**src/design/s5rp_pkg.sv**
```systemverilog
// ----------------------------------------------------------------------------
// s5rp_pkg
// Types and constants shared by the SOCKS5 request parser.
// ----------------------------------------------------------------------------
package s5rp_pkg;

   localparam int ADDR_BYTES_DEFAULT = 256;
   localparam int COUNT_WIDTH        = 9;

   localparam logic [7:0] VERSION_BYTE  = 8'h05;
   localparam logic [7:0] CMD_CONNECT   = 8'h01;
   localparam logic [7:0] RSV_BYTE      = 8'h00;
   localparam logic [7:0] ATYP_IPV4     = 8'h01;
   localparam logic [7:0] ATYP_DOMAIN   = 8'h03;
   localparam logic [7:0] ATYP_IPV6     = 8'h04;
   localparam logic [7:0] V4_ADDR_BYTES = 8'd4;
   localparam logic [7:0] V6_ADDR_BYTES = 8'd16;
   localparam logic [COUNT_WIDTH-1:0] PORT_BYTES = COUNT_WIDTH'(2);

   localparam logic [1:0] STATUS_MORE  = 2'd0;
   localparam logic [1:0] STATUS_DONE  = 2'd1;
   localparam logic [1:0] STATUS_ERROR = 2'd2;

   typedef enum logic [2:0] {
      PH_VERSION,
      PH_COMMAND,
      PH_RSV,
      PH_ATYP,
      PH_ADDR,
      PH_PORT,
      PH_DONE,
      PH_ERROR
   } phase_type;

   typedef enum logic [1:0] {
      KIND_NONE,
      KIND_IPV4,
      KIND_DOMAIN,
      KIND_IPV6
   } kind_type;

   typedef struct packed {
      phase_type              phase;
      kind_type               kind;
      logic [7:0]             length;
      logic [COUNT_WIDTH-1:0] byte_count;
      logic [15:0]            port_accum;
   } state_type;

   typedef struct packed {
      logic [1:0]  status;
      logic        addr_byte_valid;
      logic [7:0]  addr_byte;
      logic [7:0]  addr_index;
      kind_type    addr_kind;
      logic [7:0]  addr_length;
      logic [15:0] dest_port;
   } result_type;

   localparam state_type STATE_RESET = '{
      phase:      PH_VERSION,
      kind:       KIND_NONE,
      length:     8'd0,
      byte_count: '0,
      port_accum: 16'd0
   };

endpackage

```
**src/design/s5rp_step.sv**
```systemverilog
// ----------------------------------------------------------------------------
// s5rp_step
// Next-state and result logic for one request byte.
// ----------------------------------------------------------------------------
module s5rp_step
   import s5rp_pkg::*;
#(
   parameter int ADDR_BYTES = ADDR_BYTES_DEFAULT
) (
   input  state_type  state_i,
   input  logic [7:0] data_i,
   input  logic       restart_i,
   output state_type  state_o,
   output result_type result_o
);

   localparam logic [COUNT_WIDTH-1:0] ADDR_LIMIT = COUNT_WIDTH'(ADDR_BYTES);

   state_type              cur;
   state_type              nxt;
   logic                   dom;
   logic [COUNT_WIDTH-1:0] idx;
   logic [COUNT_WIDTH-1:0] cnt_inc;
   logic [COUNT_WIDTH-1:0] addr_end;
   logic                   store;

   always_comb begin
      cur = restart_i ? STATE_RESET : state_i;
   end

   assign dom      = (cur.kind == KIND_DOMAIN);
   assign idx      = cur.byte_count - COUNT_WIDTH'(dom);
   assign cnt_inc  = cur.byte_count + COUNT_WIDTH'(1);
   assign addr_end = COUNT_WIDTH'(cur.length) + COUNT_WIDTH'(dom);

   always_comb begin
      nxt   = cur;
      store = 1'b0;
      case (cur.phase)
         PH_VERSION: begin
            nxt.phase = (data_i == VERSION_BYTE) ? PH_COMMAND : PH_ERROR;
         end
         PH_COMMAND: begin
            nxt.phase = (data_i == CMD_CONNECT) ? PH_RSV : PH_ERROR;
         end
         PH_RSV: begin
            nxt.phase = (data_i == RSV_BYTE) ? PH_ATYP : PH_ERROR;
         end
         PH_ATYP: begin
            nxt.byte_count = '0;
            case (data_i)
               ATYP_IPV4: begin
                  nxt.kind   = KIND_IPV4;
                  nxt.length = V4_ADDR_BYTES;
                  nxt.phase  = PH_ADDR;
               end
               ATYP_IPV6: begin
                  nxt.kind   = KIND_IPV6;
                  nxt.length = V6_ADDR_BYTES;
                  nxt.phase  = PH_ADDR;
               end
               ATYP_DOMAIN: begin
                  nxt.kind  = KIND_DOMAIN;
                  nxt.phase = PH_ADDR;
               end
               default: begin
                  nxt.phase = PH_ERROR;
               end
            endcase
         end
         PH_ADDR: begin
            if (dom && cur.byte_count == '0) begin
               // domain length byte; zero length can never finish
               nxt.length     = data_i;
               nxt.byte_count = COUNT_WIDTH'(1);
               if (data_i == 8'd0) begin
                  nxt.phase = PH_ERROR;
               end
            end else if (idx >= ADDR_LIMIT) begin
               nxt.phase = PH_ERROR;
            end else begin
               store          = 1'b1;
               nxt.byte_count = cnt_inc;
               if (cnt_inc == addr_end) begin
                  nxt.byte_count = '0;
                  nxt.phase      = PH_PORT;
               end
            end
         end
         PH_PORT: begin
            nxt.port_accum = {cur.port_accum[7:0], data_i};
            nxt.byte_count = cnt_inc;
            if (cnt_inc == PORT_BYTES) begin
               nxt.byte_count = '0;
               nxt.phase      = PH_DONE;
            end
         end
         default: begin
         end
      endcase
   end

   always_comb begin
      case (nxt.phase)
         PH_DONE:  result_o.status = STATUS_DONE;
         PH_ERROR: result_o.status = STATUS_ERROR;
         default:  result_o.status = STATUS_MORE;
      endcase
      result_o.addr_byte_valid = store;
      result_o.addr_byte       = store ? data_i : 8'd0;
      result_o.addr_index      = store ? idx[7:0] : 8'd0;
      result_o.addr_kind       = nxt.kind;
      result_o.addr_length     = nxt.length;
      result_o.dest_port       = nxt.port_accum;
   end

   assign state_o = nxt;

endmodule

```
**src/design/socks5_request_parser_top.sv**
```systemverilog
// ----------------------------------------------------------------------------
// socks5_request_parser_top
// SOCKS5 request parser: checks version, command and reserved byte, reads the
// address type, echoes address bytes with their index, gathers the port.
//
//   channel  direction  handshake              word
//   req      in         req_valid / req_stall  data_byte, restart
//   rsp      out        rsp_valid / rsp_stall  status, address echo, port
//
// One byte per cycle while rsp_stall is low.
// Input register feeds the parser step; the parser state and the result
// register update together when the input word moves to the output.
// req_stall rises only while an input word waits behind a stalled result.
// Reset (synchronous) returns the parser to the version phase.
// ----------------------------------------------------------------------------
module socks5_request_parser_top
   import s5rp_pkg::*;
#(
   parameter int ADDR_BYTES = ADDR_BYTES_DEFAULT
) (
   input  logic        clock,
   input  logic        reset,
   input  logic        req_valid,
   output logic        req_stall,
   input  logic [7:0]  req_data_byte,
   input  logic        req_restart,
   output logic        rsp_valid,
   input  logic        rsp_stall,
   output logic [1:0]  rsp_status,
   output logic        rsp_addr_byte_valid,
   output logic [7:0]  rsp_addr_byte,
   output logic [7:0]  rsp_addr_index,
   output logic [1:0]  rsp_addr_kind,
   output logic [7:0]  rsp_addr_length,
   output logic [15:0] rsp_dest_port
);

   logic       in_valid_ff;
   logic       in_valid_in;
   logic [7:0] data_ff;
   logic       restart_ff;
   logic       out_valid_ff;
   logic       out_valid_in;
   state_type  state_ff;
   state_type  state_in;
   result_type result_ff;
   result_type result_in;
   logic       out_free;
   logic       advance;
   logic       accept;

   assign out_free  = !out_valid_ff || !rsp_stall;
   assign advance   = in_valid_ff && out_free;
   assign req_stall = in_valid_ff && !out_free;
   assign accept    = req_valid && !req_stall;

   s5rp_step #(
      .ADDR_BYTES(ADDR_BYTES)
   ) u_step (
      .state_i  (state_ff),
      .data_i   (data_ff),
      .restart_i(restart_ff),
      .state_o  (state_in),
      .result_o (result_in)
   );

   always_comb begin
      in_valid_in = in_valid_ff;
      if (accept) begin
         in_valid_in = 1'b1;
      end else if (advance) begin
         in_valid_in = 1'b0;
      end
      out_valid_in = out_valid_ff;
      if (advance) begin
         out_valid_in = 1'b1;
      end else if (!rsp_stall) begin
         out_valid_in = 1'b0;
      end
   end

   always_ff @(posedge clock) begin
      if (reset) begin
         in_valid_ff  <= 1'b0;
         out_valid_ff <= 1'b0;
         state_ff     <= STATE_RESET;
      end else begin
         in_valid_ff  <= in_valid_in;
         out_valid_ff <= out_valid_in;
         if (advance) begin
            state_ff <= state_in;
         end
      end
   end

   always_ff @(posedge clock) begin
      if (accept) begin
         data_ff    <= req_data_byte;
         restart_ff <= req_restart;
      end
      if (advance) begin
         result_ff <= result_in;
      end
   end

   assign rsp_valid           = out_valid_ff;
   assign rsp_status          = result_ff.status;
   assign rsp_addr_byte_valid = result_ff.addr_byte_valid;
   assign rsp_addr_byte       = result_ff.addr_byte;
   assign rsp_addr_index      = result_ff.addr_index;
   assign rsp_addr_kind       = result_ff.addr_kind;
   assign rsp_addr_length     = result_ff.addr_length;
   assign rsp_dest_port       = result_ff.dest_port;

endmodule

```
**config.mk**
```make
export PLATFORM = sky130hd
export DESIGN_NAME = socks5_request_parser_top
export DESIGN_NICKNAME = d
export VERILOG_FILES = /design/src/design/s5rp_pkg.sv /design/src/design/s5rp_step.sv /design/src/design/socks5_request_parser_top.sv
export SDC_FILE = /design/constraint.sdc
export NUM_CORES = 1
export LEC_CHECK = 0
export ABC_AREA = 1
export BUFFER_PORTS_ARGS = -buffer_cell sky130_fd_sc_hd__buf_2
export CAP_MARGIN = 20
export CORE_ASPECT_RATIO = 1.2
export CORE_MARGIN = 2
export CORE_UTILIZATION = 48
export DETAILED_ROUTE_END_ITERATION = 8
export HOLD_SLACK_MARGIN = 0.08
export PLACE_DENSITY = 0.8
export SYNTH_ARGS = -nofsm -noshare
export SYNTH_HDL_FRONTEND = slang
export SYNTH_SLANG_ARGS = --single-unit
```
**constraint.sdc**
```tcl
create_clock -name clock -period 3.1 [get_ports clock]
set_input_delay 0.31 -clock clock [delete_from_list [all_inputs] [get_ports clock]]
set_output_delay 0.31 -clock clock [all_outputs]
set_load 0.05 [all_outputs]
```
==> flow_summary.ini <==
[placement]
portBuffers = 59
gp_congestion = 0.987
area_after_detailed_placement_um2 = 5680
place_hpwl_um = 9180
place_ws_ps = 218

[die]
start_util_pct = 49.6
chipHeight_um = 119
i_o_pins = 60
coreArea_um2 = 10600
rows = 41
dieArea_um2 = 11800
die-width_um = 99.6

[final_layout]
area_delta_synth_final_pct = 14.4
final_design_area_no_fill_um2 = 6030
antenna_cells = 0
final_layout_size_suffix_gt1_share_pct = 17.6
final_common_cell = sky130_fd_sc_hd__nand2_1
final_cell_mix = sky130_fd_sc_hd__nand2_1, sky130_fd_sc_hd__inv_1, sky130_fd_sc_hd__nor2_1
final_net_count = 771

[setup_path]
setup_crit_path_kind = reg -> reg
worst_r2r_startpoint = restart_ff
cp_max_fo = 6
critical_path.reg2reg.endpoint = rsp_status[1]
crit_path_capture_type = flop
cp-endpoint = rsp_status[1]
timing.critical_path.from_type = flop
worst_setup_path_startpoint = restart_ff
number_of_cell_instances_on_the_worst_register_to_register_path = 17
reg2reg_slack_ps = 210
worst_ep_arrival_time_ps = 3000
worst-endpoint-required_ps = 3200

[clock_network]
number_of_buffers_added_by_the_clock_tree_synthesis_step = 9
cts-root-buf = sky130_fd_sc_hd__clkbuf_16
clock_tree.htree_level_count = 3
clock_path_buffers = 2
cts_tree = yes
cts-hold-fix-buffers = 0
cts.sink_count = 94
clock_pin_slew_worst_setup_and_hold_paths_ps = 60
worstSkewPairLatency_ps = 350

[timing]
final.setup.worst_slack_ps = 205
clock-skew-final_ps = 7.40
worst-slew-pin-transition_ps = 813
maxSlewViolCount = 0
timing.final.hold_violations = 0
timing.max_slew.rel_slack_pct = 45.8
final_period_utilization_pct = 93.4
setup_viol_count_final = 0
fmax_mhz = 345
layout_min_cycle_time_ps = 2890

[synthesis]
synthesis.area_um2 = 5270
synth_warnings = 0
synth.net_count = 712
synthAdderAreaFrac_pct = 1.66
synth_top_family_by_area = simple AND/OR/NAND/NOR gates
synth-simple-area-share_pct = 25.7
synth.area.top_cells = sky130_fd_sc_hd__edfxtp_1, sky130_fd_sc_hd__dfxtp_1, sky130_fd_sc_hd__nand2_1, sky130_fd_sc_hd__inv_1, sky130_fd_sc_hd__o21ai_0
synth-async-reset-ratio_pct = 0
yosys.area.top_type_share_pct = 30.8
synthXorXnorAreaFrac_pct = 1.33
synthCells = 692
synthesized_area_fraction_occupied_by_ao_oa_aoi_and_oai_cells_pct = 14.1
synth_cell_types = 41
synth_top_area_cell = sky130_fd_sc_hd__edfxtp_1
ys_dominant_reg_cell = sky130_fd_sc_hd__edfxtp_1
yosysSeqAreaShare_pct = 46.0
postSynthRegisterBits = 94
synth.avg_cell_area_um2 = 7.61
post_synth_edffs = 54
synth.mux.area_fraction_pct = 0

[grt]
globalRouteTotalUtil_pct = 22.5
initial_antenna_violation_count = 0
grt_first_pass_wirelength_um = 21200
grt_start_max_net_pins = 59
grt_overflow = 0
via_count_of_the_first_global_routing_pass = 4578

[status]
run_status = completed

[routing]
postRouteAntennaNets = 0
drcViolationCount = 0
wire_per_inst_um = 14.7
drc_marker_count_from_the_first_detailed_route_iteration = 439
vias_per_cell = 5.40
dr_total_vias = 4777
routed_wl_um = 13100
first_pass_iters = 6

[power]
total_leakage_power_nw = 2.89
vdd.ir_drop.worst_uv = 213
post_route_total_power_mw = 2.93
power-per-cell-area_nw_per_um2 = 486

[hold_path]
timing.hold.worst.class = in -> reg

[job]
max_capacitance_violation_count = 0
-- cells by family (layout without fill, tap and decap cells) --
kind of cell	count (synthesis)	count (layout)
DFF	94	94
AOI/OAI and AO/OA	137	137
adders and majority gates	7	7
xor gates and xnor gates	8	8
buffers and inverters	149	212
and+or+nand+nor	297	298
-- power by group --
part           leakage, nW  total [mW]  switching, mW  internal (mW)
Sequential           0.857        1.41         0.0267           1.39
Clock                0.142        1.09          0.469          0.624
Combinational         1.90       0.424          0.317          0.107
Total                 2.89        2.93          0.812           2.12
-- metrics by stage --
stage                     instances  utilization [%]  hold WS, ps  TNS, ps
after floorplan                 692                -          409        0
after global placement          866             53.5          455        0
after detailed placement        866             53.5          458        0
after CTS                       882             56.2          126        0
after global routing            885             56.8          132    -8.17
final                           885             56.8          133        0
-- cells in the mapped netlist, types with 2 or more instances --
master / number
sky130_fd_sc_hd__or2_2: 2
sky130_fd_sc_hd__nand2_1: 159
sky130_fd_sc_hd__xor2_1: 7
sky130_fd_sc_hd__o221ai_1: 2
sky130_fd_sc_hd__dfxtp_1: 40
sky130_fd_sc_hd__o21ai_1: 4
sky130_fd_sc_hd__edfxtp_1: 54
sky130_fd_sc_hd__clkinv_1: 2
sky130_fd_sc_hd__inv_2: 3
sky130_fd_sc_hd__buf_6: 2
sky130_fd_sc_hd__nor2_1: 66
sky130_fd_sc_hd__o21ai_2: 2
sky130_fd_sc_hd__ha_1: 7
sky130_fd_sc_hd__nand3_1: 19
sky130_fd_sc_hd__nor3_1: 9
sky130_fd_sc_hd__buf_2: 3
sky130_fd_sc_hd__o21ai_0: 56
sky130_fd_sc_hd__nor2_2: 12
sky130_fd_sc_hd__nand4_1: 6
sky130_fd_sc_hd__inv_1: 120
sky130_fd_sc_hd__a31oi_1: 4
sky130_fd_sc_hd__nor2_4: 2
sky130_fd_sc_hd__o31ai_1: 9
sky130_fd_sc_hd__nand3_2: 5
sky130_fd_sc_hd__nand2_4: 5
sky130_fd_sc_hd__a21oi_1: 52
sky130_fd_sc_hd__o22ai_1: 5
sky130_fd_sc_hd__clkbuf_1: 15
sky130_fd_sc_hd__nand2_2: 8
-- cell type report --
type                            count  area (um2)
Clock buffer                       10         229
Fill cell                        1001        4590
Tap cell                          129         161
Timing Repair Buffer               70         378
Inverter                          126         478
Clock inverter                      6        60.1
Multi-Input combinational cell    450        2300
Sequential cell                    94        2420
-- how the worst min path moves through the flow --
stage / depth (start not counted) / endpoint / slack [ps] / start
CTS: 1 / data_ff[5] / 130 / req_data_byte[5]
global route: 1 / data_ff[6] / 130 / req_data_byte[6]
global placement: 2 / state_ff[21] / 460 / state_ff[21]
finish: 1 / data_ff[5] / 130 / req_data_byte[5]
floorplan: 0 / data_ff[0] / 410 / req_data_byte[0]
detailed placement: 2 / state_ff[23] / 460 / state_ff[23]
-- routing by layer --
layer | wire length (um) | global-route usage, % | vias up
li1 | - | - | 2345
met1 | 5200 | 26.2 | 2172
met3 | 840 | 3.25 | 43
met4 | 527 | 13.6 | 0
met2 | 6480 | 38.6 | 217
met5 | 0 | 0 | -
-- worst max-delay path: stages (launching register included) --
cell,delay (ps)
sky130_fd_sc_hd__edfxtp_1,510
sky130_fd_sc_hd__nor2_2,190
sky130_fd_sc_hd__nand2_1,130
sky130_fd_sc_hd__inv_1,120
sky130_fd_sc_hd__ha_1,200
sky130_fd_sc_hd__ha_2,230
sky130_fd_sc_hd__nand4_4,180
sky130_fd_sc_hd__nor3_4,240
sky130_fd_sc_hd__nor2_1,70
sky130_fd_sc_hd__nand2_1,60
sky130_fd_sc_hd__nand3_1,110
sky130_fd_sc_hd__nor2_4,150
sky130_fd_sc_hd__nand3_4,120
sky130_fd_sc_hd__nand2_2,70
sky130_fd_sc_hd__nand2_1,40
sky130_fd_sc_hd__nand2_1,80
sky130_fd_sc_hd__a21o_1,130
sky130_fd_sc_hd__nor2_1,40
-- state kept, by name (all words and copies together) (netlist names), 2 cells and up --
register and count:
rsp_addr_kind 2, rsp_addr_length 8, data_ff 8, rsp_dest_port 16
state_ff 38, rsp_addr_index 8, rsp_status 2, rsp_addr_byte 8
-- repair_timing --
action,4_1_cts,5_1_grt
setup endpoints to repair,0,13
resized for setup,0,8
setup buffers,0,2
Power figures use the tool's default switching activity.
